## config.mk

```make
export PLATFORM = sky130hd
export DESIGN_NAME = flv_tag_deframer
export DESIGN_NICKNAME = d
export VERILOG_FILES = /design/src/ftd_pkg.sv /design/src/flv_tag_deframer.sv
export SDC_FILE = /design/constraint.sdc
export NUM_CORES = 1
export LEC_CHECK = 0
export BUFFER_PORTS_ARGS = -buffer_cell sky130_fd_sc_hd__buf_2
export CAP_MARGIN = 25
export CORE_UTILIZATION = 60
export DETAILED_ROUTE_END_ITERATION = 12
export HOLD_SLACK_MARGIN = 0.03
export PLACE_DENSITY = 0.83
export SYNTH_ARGS = -nofsm -noshare
export SYNTH_HDL_FRONTEND = slang
export SYNTH_SLANG_ARGS = --single-unit
export TNS_END_PERCENT = 50
```

## constraint.sdc

```tcl
create_clock -name clk_i -period 6.1 [get_ports clk_i]
set_input_delay 0.915 -clock clk_i [delete_from_list [all_inputs] [get_ports clk_i]]
set_output_delay 0.915 -clock clk_i [all_outputs]
set_load 0.05 [all_outputs]
```

## src/ftd_pkg.sv

```systemverilog
// ----------------------------------------------------------------------------
// ftd_pkg: shared types and constants for the FLV tag deframer
// Holds the parse phase codes, the result kind codes and the fixed lengths and
// type codes of the FLV container.
// ----------------------------------------------------------------------------
package ftd_pkg;

  // Parse phase codes (plain vector state)
  localparam logic [2:0] PH_FILE  = 3'd0;
  localparam logic [2:0] PH_TAG   = 3'd1;
  localparam logic [2:0] PH_PRE   = 3'd2;
  localparam logic [2:0] PH_PAY   = 3'd3;
  localparam logic [2:0] PH_SKIP  = 3'd4;
  localparam logic [2:0] PH_TRAIL = 3'd5;

  // Result kinds
  typedef enum logic [1:0] {
    KIND_PAYLOAD   = 2'd0,
    KIND_EMPTY     = 2'd1,
    KIND_MALFORMED = 2'd2
  } kind_e;

  // Container layout
  localparam int unsigned CountW      = 24;
  localparam logic [CountW:0] FileHdrLen = 25'd13;
  localparam logic [CountW:0] TagHdrLen  = 25'd11;
  localparam logic [CountW:0] TrailLen   = 25'd4;
  localparam logic [CountW-1:0] FlagsPos = 24'd4;

  localparam logic [7:0] TypeVideo = 8'd9;
  localparam logic [7:0] TypeAudio = 8'd8;
  localparam logic [2:0] PreVideo  = 3'd5;
  localparam logic [2:0] PreAudio  = 3'd2;

  localparam logic [7:0] FrameTypeMask = 8'hF0;
  localparam logic [7:0] FrameTypeKey  = 8'h10;

endpackage

```

## src/flv_tag_deframer.sv

```systemverilog
// ----------------------------------------------------------------------------
// flv_tag_deframer: byte-serial FLV tag demultiplexer
// Parses the file header and the tag headers and emits audio and video
// payload bytes tagged with stream, timestamp, keyframe and last-byte mark.
// ----------------------------------------------------------------------------
// The block takes one FLV byte per cycle and never stalls on its own: every
// accepted byte is parsed in the same cycle by short logic on the parse state
// registers, and any result lands in a single output register, so a new byte
// is taken each cycle while the output side keeps up (throughput one item per
// cycle). in_stall_o rises only while a result is held in
// the output register and the output side stalls it. The 13-byte file header
// is consumed first; bit 0 and bit 2 of its flags byte are reported on every
// result as video_present_o and audio_present_o. Each tag then gives one
// result per payload byte (last_byte_o on the final one), one empty-packet
// result when the payload is empty, or one malformed result when an audio or
// video tag is shorter than its preamble. Other tag types, preamble bytes,
// tag headers and the trailing previous-tag-size are dropped silently. The
// signature and version are not checked.
// ----------------------------------------------------------------------------
module flv_tag_deframer
  import ftd_pkg::*;
(
  input  logic        clk_i,
  input  logic        rst_ni,
  // byte input channel
  input  logic        in_valid_i,
  output logic        in_stall_o,
  input  logic [7:0]  byte_in_i,
  // result channel
  output logic        out_valid_o,
  input  logic        out_stall_i,
  output logic [1:0]  kind_o,
  output logic [7:0]  data_byte_o,
  output logic        stream_index_o,
  output logic [31:0] pts_o,
  output logic        keyframe_o,
  output logic        last_byte_o,
  output logic        video_present_o,
  output logic        audio_present_o
);

  // Parse state
  logic [2:0]        phase_q, phase_d;
  logic [CountW-1:0] count_q, count_d;
  logic [7:0]        tag_kind_q, tag_kind_d;
  logic [CountW-1:0] tag_size_q, tag_size_d;
  logic [31:0]       tag_time_q, tag_time_d;
  logic              key_q, key_d;
  logic              video_q, video_d;
  logic              audio_q, audio_d;

  // Result register
  logic              out_valid_q;
  kind_e             kind_q;
  logic [7:0]        data_q;
  logic              stream_q;
  logic [31:0]       pts_q;
  logic              keyframe_q;
  logic              last_q;
  logic              vid_pres_q;
  logic              aud_pres_q;

  logic              in_acc;
  logic              emit;
  kind_e             emit_kind;
  logic [7:0]        emit_data;
  logic              emit_last;

  logic [CountW:0]   count_inc;
  logic [2:0]        pre_len;
  logic [CountW-1:0] pre_len_w;
  logic [CountW-1:0] pay_len;
  logic              is_av;

  // Hold the input while a result waits on a stalled output
  assign in_stall_o = out_valid_q & out_stall_i;
  assign in_acc     = in_valid_i & ~in_stall_o;

  assign count_inc = {1'b0, count_q} + {{CountW{1'b0}}, 1'b1};
  assign pre_len   = (tag_kind_q == TypeVideo) ? PreVideo : PreAudio;
  assign pre_len_w = {{(CountW-3){1'b0}}, pre_len};
  assign pay_len   = tag_size_q - pre_len_w;
  assign is_av     = (tag_kind_q == TypeVideo) || (tag_kind_q == TypeAudio);

  // Next-state and result logic for one byte
  always_comb begin
    phase_d    = phase_q;
    count_d    = count_inc[CountW-1:0];
    tag_kind_d = tag_kind_q;
    tag_size_d = tag_size_q;
    tag_time_d = tag_time_q;
    key_d      = key_q;
    video_d    = video_q;
    audio_d    = audio_q;
    emit       = 1'b0;
    emit_kind  = KIND_PAYLOAD;
    emit_data  = 8'd0;
    emit_last  = 1'b0;

    unique case (phase_q)
      PH_FILE: begin
        if (count_q == FlagsPos) begin
          video_d = byte_in_i[0];
          audio_d = byte_in_i[2];
        end
        if (count_inc >= FileHdrLen) begin
          count_d = '0;
          phase_d = PH_TAG;
        end
      end
      PH_TAG: begin
        // Capture type, size, timestamp and extension; ignore stream id
        if (count_q == '0) begin
          tag_kind_d = byte_in_i;
          tag_size_d = '0;
          tag_time_d = '0;
          key_d      = 1'b0;
        end else if (count_q <= 24'd3) begin
          tag_size_d = {tag_size_q[CountW-9:0], byte_in_i};
        end else if (count_q <= 24'd6) begin
          tag_time_d = {8'd0, tag_time_q[15:0], byte_in_i};
        end else if (count_q == 24'd7) begin
          tag_time_d = {byte_in_i, tag_time_q[23:0]};
        end
        if (count_inc >= TagHdrLen) begin
          count_d = '0;
          if (is_av && (tag_size_q < pre_len_w)) begin
            // Short tag: report and skip its bytes
            emit      = 1'b1;
            emit_kind = KIND_MALFORMED;
            phase_d   = (tag_size_q != '0) ? PH_SKIP : PH_TRAIL;
          end else if (is_av) begin
            phase_d = PH_PRE;
          end else begin
            phase_d = (tag_size_q != '0) ? PH_SKIP : PH_TRAIL;
          end
        end
      end
      PH_PRE: begin
        if ((count_q == '0) && (tag_kind_q == TypeVideo)) begin
          key_d = ((byte_in_i & FrameTypeMask) == FrameTypeKey);
        end
        if (count_inc >= {1'b0, pre_len_w}) begin
          count_d = '0;
          if (tag_size_q == pre_len_w) begin
            emit      = 1'b1;
            emit_kind = KIND_EMPTY;
            emit_last = 1'b1;
            phase_d   = PH_TRAIL;
          end else begin
            phase_d = PH_PAY;
          end
        end
      end
      PH_PAY: begin
        emit      = 1'b1;
        emit_kind = KIND_PAYLOAD;
        emit_data = byte_in_i;
        emit_last = (count_inc >= {1'b0, pay_len});
        if (emit_last) begin
          count_d = '0;
          phase_d = PH_TRAIL;
        end
      end
      PH_SKIP: begin
        if (count_inc >= {1'b0, tag_size_q}) begin
          count_d = '0;
          phase_d = PH_TRAIL;
        end
      end
      PH_TRAIL: begin
        if (count_inc >= TrailLen) begin
          count_d = '0;
          phase_d = PH_TAG;
        end
      end
      default: begin
        // Unreachable code: drop the byte and restart at a tag header
        count_d = '0;
        phase_d = PH_TAG;
      end
    endcase
  end

  // Parse state registers: advance only on an accepted item
  always_ff @(posedge clk_i or negedge rst_ni) begin
    if (!rst_ni) begin
      phase_q    <= PH_FILE;
      count_q    <= '0;
      tag_kind_q <= '0;
      tag_size_q <= '0;
      tag_time_q <= '0;
      key_q      <= 1'b0;
      video_q    <= 1'b0;
      audio_q    <= 1'b0;
    end else if (in_acc) begin
      phase_q    <= phase_d;
      count_q    <= count_d;
      tag_kind_q <= tag_kind_d;
      tag_size_q <= tag_size_d;
      tag_time_q <= tag_time_d;
      key_q      <= key_d;
      video_q    <= video_d;
      audio_q    <= audio_d;
    end
  end

  // Output valid: load on a new result, drop once taken
  always_ff @(posedge clk_i or negedge rst_ni) begin
    if (!rst_ni) begin
      out_valid_q <= 1'b0;
    end else if (in_acc && emit) begin
      out_valid_q <= 1'b1;
    end else if (!out_stall_i) begin
      out_valid_q <= 1'b0;
    end
  end

  // Output payload: hold while stalled (the input is stalled then too)
  always_ff @(posedge clk_i) begin
    if (in_acc && emit) begin
      kind_q     <= emit_kind;
      data_q     <= emit_data;
      stream_q   <= (tag_kind_d == TypeAudio);
      pts_q      <= tag_time_d;
      keyframe_q <= (emit_kind == KIND_MALFORMED) ? 1'b0 : key_d;
      last_q     <= emit_last;
      vid_pres_q <= video_d;
      aud_pres_q <= audio_d;
    end
  end

  assign out_valid_o     = out_valid_q;
  assign kind_o          = kind_q;
  assign data_byte_o     = data_q;
  assign stream_index_o  = stream_q;
  assign pts_o           = pts_q;
  assign keyframe_o      = keyframe_q;
  assign last_byte_o     = last_q;
  assign video_present_o = vid_pres_q;
  assign audio_present_o = aud_pres_q;

endmodule

```

* Yosys cells after proc, flatten, opt, wreduce, memory -nomap -nowiden *
Cells that the tools add are included.

storage, ports and cells
  memories = 0
  register bits = 142
  memory bits (writable) = 0
  bits in latches = 0
  ROM bits = 0
  input port bits = 12
  output and inout port bits = 49

cells by class
  magnitude comparators = 9
  shift operators = 0
  multipliers = 0
  mux-type cells = 48
  equality and inequality tests = 20
  bitwise logic cells = 3
  reductions and logical operators = 10
  $add $sub $neg = 2
  divide/modulo/power cells = 0

operator list
  cell                     number
  $mux W24                 8
  $mux W32                 5
  $pmux W24 S6             1
  $ge A25 B24 Y1           2
  $ge A25 B4 Y1 const B    2
  $eq A24 B3 Y1 const B    2
  $mux W3                  10
  $add A24 B1 Y25 const B  1
  $ge A25 B3 Y1            1
  $ge A25 B3 Y1 const B    1
  $eq A24 B3 Y1            1
  $eq A8 B4 Y1 const B     3
  $le A24 B2 Y1 const B    1
  $le A24 B3 Y1 const B    1
  $logic_not A24 Y1        1
  $lt A24 B3 Y1            1
  $reduce_bool A24 Y1      1
  $sub A24 B3 Y24          1
  $pmux W3 S6              1
  $mux W8                  2
  $mux W1                  15
  $ne A2 B2 Y1 const B     6
  $reduce_and A7 Y1        1
  $eq A3 B2 Y1 const B     2
  16 further kinds         22

* Depth between registers and ports, before layout *
  depth in word-level cells = 9
  gate-level depth with buffers = 23
  gate-level depth less buffers = 21

* Worst setup path after synthesis *
OpenSTA, ideal clock, no wires.

  path kind = register to register
  start = reg tag_kind_q[4]
  end = reg aud_pres_q, in the netlist audio_present_o, enable pin
  cell stages (with the launch flop) = 13
  required time = 5.648 ns
  arrival time = 4.577 ns
  path slack = 1.072 ns
  period minus slack after synthesis = 5.028 ns
  path buffers = 0
  cells stage by stage = dfrtp_1 -> nor4_1 -> nand2_1 -> xnor2_1 -> inv_1 -> ha_1 -> a31oi_1 -> o21ai_0 -> nor2_1 -> nand3_1 -> a31oi_1 -> a311oi_1 -> nor2_1

on the way
  cells in the longest elaborated chain, start to end = 8
  elaborated cells between the ends (all ways) = 14
  those cells by class = order compare (2); eq/ne (3); mux (6); reduce/logical (3)

ends and longest elaborated chain
  element                  line                                            text
  from (decl)              flv_tag_deframer.sv:45                          logic [7:0] tag_kind_q, tag_kind_d;
  from (signal assigned)   flv_tag_deframer.sv:199                         tag_kind_q <= tag_kind_d;
  $eq A8 B4 Y1             flv_tag_deframer.sv:80, flv_tag_deframer.sv:83
  $mux W3                  flv_tag_deframer.sv:80                          assign pre_len = (tag_kind_q == TypeVideo) ? PreVideo : PreAudio;
  $lt A24 B3 Y1            flv_tag_deframer.sv:127                         if (is_av && (tag_size_q < pre_len_w)) begin
  $logic_and A1 B1 Y1      flv_tag_deframer.sv:127
  $mux W1                  flv_tag_deframer.sv:127
  $mux W1                  flv_tag_deframer.sv:125                         if (count_inc >= TagHdrLen) begin
  $pmux W1 S3 (*)          flv_tag_deframer.sv:100                         unique case (phase_q)
  $logic_and A1 B1 Y1 (*)  flv_tag_deframer.sv:221                         if (in_acc && emit) begin
  to (signal assigned)     flv_tag_deframer.sv:229                         aud_pres_q <= audio_d;
  to (decl)                flv_tag_deframer.sv:61                          logic aud_pres_q;

Mark *: on every way between the ends. The rest lies on a longest branch, timed or not.
A chain may end at the register's enable or synchronous reset.

* Final worst setup path *
  start = reg tag_kind_q[4]
  end = reg count_q[1]

on the way
  cells in the longest elaborated chain, start to end = 6
  elaborated cells between the ends (all ways) = 8
  those cells by class = add/sub (1); order compare (2); eq/ne (1); mux (4)

ends and longest elaborated chain
  element               line                     text
  $eq A8 B4 Y1 (*)      flv_tag_deframer.sv:80
  $mux W3 (*)           flv_tag_deframer.sv:80
  $sub A24 B3 Y24       flv_tag_deframer.sv:82   assign pay_len = tag_size_q - pre_len_w;
  $ge A25 B24 Y1        flv_tag_deframer.sv:159  emit_last = (count_inc >= {1'b0, pay_len});
  $mux W24              flv_tag_deframer.sv:160  if (emit_last) begin
  $pmux W24 S6 (*)      flv_tag_deframer.sv:100
  to (signal assigned)  flv_tag_deframer.sv:198  count_q <= count_d;
  to (decl)             flv_tag_deframer.sv:44   logic [CountW-1:0] count_q, count_d;

Marked as above.

==> metrics.txt <==
Reg area=3790 µm²; post-synthesis mux area share=0.0169; Root Driver=clkbuf_16; worst hold slack=464 ps; Yosys warning count=0; worst vdd ir=242 µV; Clock Path Buffers=2; run status=complete, no violations; initial antenna violation count=0; Overflow after GRT=0; Setup Buffers After CTS=0; Synth Area in XOR/XNOR=0.0449; Avg Cell Area, Syn=9.35 µm²; final worst-path cycle share=0.904; CORE AREA=13900 µm²; Power Density=254 nW/µm²; largest net degree at the start of global routing=53; Routed Antenna Nets=0; Synth Instances=917; fmax=0.181 GHz; Most used DFF post-synth=dfrtp_1; largest family of logic cells by synthesized area=simple AND/OR/NAND/NOR gates; Max-Cap Viols=0; Critical Path AT=5800 ps; Startpoint Class=register; # port buffers=60; Worst Path Max Fanout=11; clk_lat worst skew=450 ps; RSZ-0062 raised after global routing=false; number of CTS-inserted buffers=17; Post-Synth Adder-Cell Area=0.0829; simple-gate share of the synthesized area=0.200; Layout Skew=17.8 ps; final hold viol count=0; NumNets Final=1027; TritonCTS clock tree=yes; max_slew headroom=0.298; FF+latch count, synth=142; path depth of the worst reg2reg path=19; asr flop ratio synth=0.669; Layout fillers=1042; drt initial violations=923; io pins=61; reg-to-reg startpoint=tag_kind_q[4]$_DFFE_PN0P_; Post-CTS Resized=0; Leak=4.23 nW; Unique masters post-synth=70; Placed Area=8990 µm²; CTS sink cnt=142; Reg-to-Reg End=count_q[1]$_DFFE_PN0P_; Final Core Density=0.689; first-pass GRT wire length=36.2 mm; Setup Viol. Count Final=0; vias per inst=6.54; Compound-Gate Fraction of Synth Area=0.167; vias in the first global route=7076; GRT Util Overall=0.320; CP Data Required Time=6390 ps; Crit Path Class=reg -> reg; share of layout cells above drive strength 1=0.134; R2R Setup Slk=590 ps; worst slew pin tran=1050 ps; DRC=0; post-synthesis instance area=8580 µm²; Placement Rows=43; minimum clock period=5510 ps; Setup crit end kind=register; WL per Instance=19.7 µm; Worst Hold Class=in -> async; Pre-antenna DRT Iters=7; ANT cells=0; Overall Power=2.44 mW; setup TNS=0 ps; cell area after layout=9600 µm²; Die H=122 µm; Synth Net Count=985; vias=7530; Post-synth EDFFs=47; GP Congestion=0.957; max-slew violation count=0; Die X=122 µm; final WL=22.7 mm; H-tree depth=4; clock transition at the registers of the reported paths=70 ps; Initial Util=0.616; Hold Buf Count CTS=0; Die Area=14800 µm²; DP HPWL=15.8 mm; area growth from synthesis to layout=11.9%; area of the multi-input gates=4400 µm²; post-synthesis sequential area ratio=0.442
## power breakdown
group | total (mW) | leakage (nW) | switching [mW] | internal [mW]
clock network | 1.03 | 0.273 | 0.452 | 0.575
logic | 0.333 | 2.36 | 0.204 | 0.129
registers | 1.08 | 1.60 | 0.0739 | 1.01
total | 2.44 | 4.23 | 0.730 | 1.71
## synthesized netlist by cell type, types with 21 or more instances
master,instances,area share
nor2_1,45,0.020
nand2_1,130,0.057
o21ai_0,42,0.025
nor3_1,25,0.015
nand4_1,21,0.015
dfrtp_1,95,0.28
a21oi_1,48,0.028
inv_1,51,0.022
clkbuf_1,36,0.016
ha_1,56,0.082
a22o_1,32,0.033
nand3_1,52,0.030
edfxtp_1,47,0.16
xnor2_1,38,0.039
## cell families (layout without fill, tap and decap cells)
| family | Yosys count | in the layout |
|---|---|---|
| flops | 142 | 142 |
| simple gates | 349 | 349 |
| xor+xnor | 44 | 44 |
| mux | 13 | 13 |
| buf+inv | 101 | 156 |
| compound gates | 211 | 211 |
| fa+ha+maj | 57 | 57 |
## state kept, by name, summed over array words and instances (netlist names), 2 cells and up
name	count
kind_o	2
count_q	24
tag_size_q	24
data_byte_o	8
tag_time_q	32
pts_o	32
tag_kind_q	8
phase_q	3
## per-layer routing
metal | track usage | wire length [µm] | vias to the layer above
li1 | - | - | 3422
met2 | 0.493 | 10700 | 382
met5 | 0 | 0 | -
met3 | 0.0754 | 2000 | 39
met4 | 0.110 | 471 | 0
met1 | 0.445 | 9550 | 3687
## final cells by class
| type | instances | share of cell area |
|---|---|---|
| Multi-Input combinational cell | 674 | 0.459 |
| Sequential cell | 142 | 0.395 |
| Clock buffer | 18 | 0.0447 |
| Timing Repair Buffer | 73 | 0.0433 |
| Tap cell | 180 | 0.0235 |
| Inverter | 51 | 0.0199 |
| Clock inverter | 14 | 0.0151 |
## how the worst max path moves through the flow
stage                               from                         to  slack [ps]
6_report       tag_kind_q[4]$_DFFE_PN0P_     count_q[1]$_DFFE_PN0P_         590
5_1_grt        tag_kind_q[4]$_DFFE_PN0P_    count_q[11]$_DFFE_PN0P_         250
4_1_cts        tag_kind_q[4]$_DFFE_PN0P_     count_q[1]$_DFFE_PN0P_         720
3_5_place_dp   tag_kind_q[4]$_DFFE_PN0P_     count_q[1]$_DFFE_PN0P_         770
3_3_place_gp   tag_kind_q[4]$_DFFE_PN0P_     count_q[1]$_DFFE_PN0P_         940
2_1_floorplan  tag_kind_q[4]$_DFFE_PN0P_  audio_present_o$_DFFE_PP_        1070
## cells in the final DEF (no fill, tap or decap), drive strengths merged, types with 12 or more instances in the layout
| master | count |
|---|---|
| clkbuf | 19 |
| nor3 | 25 |
| a22o | 32 |
| ha | 56 |
| dfrtp | 95 |
| and3 | 15 |
| nor4 | 15 |
| buf | 72 |
| a21oi | 49 |
| xnor2 | 38 |
| nand4 | 22 |
| edfxtp | 47 |
| nand2 | 130 |
| inv | 60 |
| o21ai | 57 |
| nand3 | 53 |
| mux2 | 12 |
| nor2 | 45 |
## critical path, cell delays in order (launching register included)
cell and delay (ps):
dfrtp_1 380, nor4_1 540, nand2_1 340, ha_1 320
nor4_1 310, nand2_1 160, nor3_1 200, o21ai_0 210
nand2b_1 280, nor4_1 370, xnor2_1 110, ha_1 310
nand3_1 120, nor4_1 400, o211ai_1 150, nand4_1 140
o32ai_1 100, and2_1 260, o21ai_2 510, o22ai_2 150
## metrics by stage
step	setup WS, ps	instances
final	587	1152
after CTS	723	1149
after global placement	937	1117
after global routing	247	1152
after floorplan	1070	917
after detailed placement	769	1117
No activity file was read; power rests on OpenSTA's default activity.
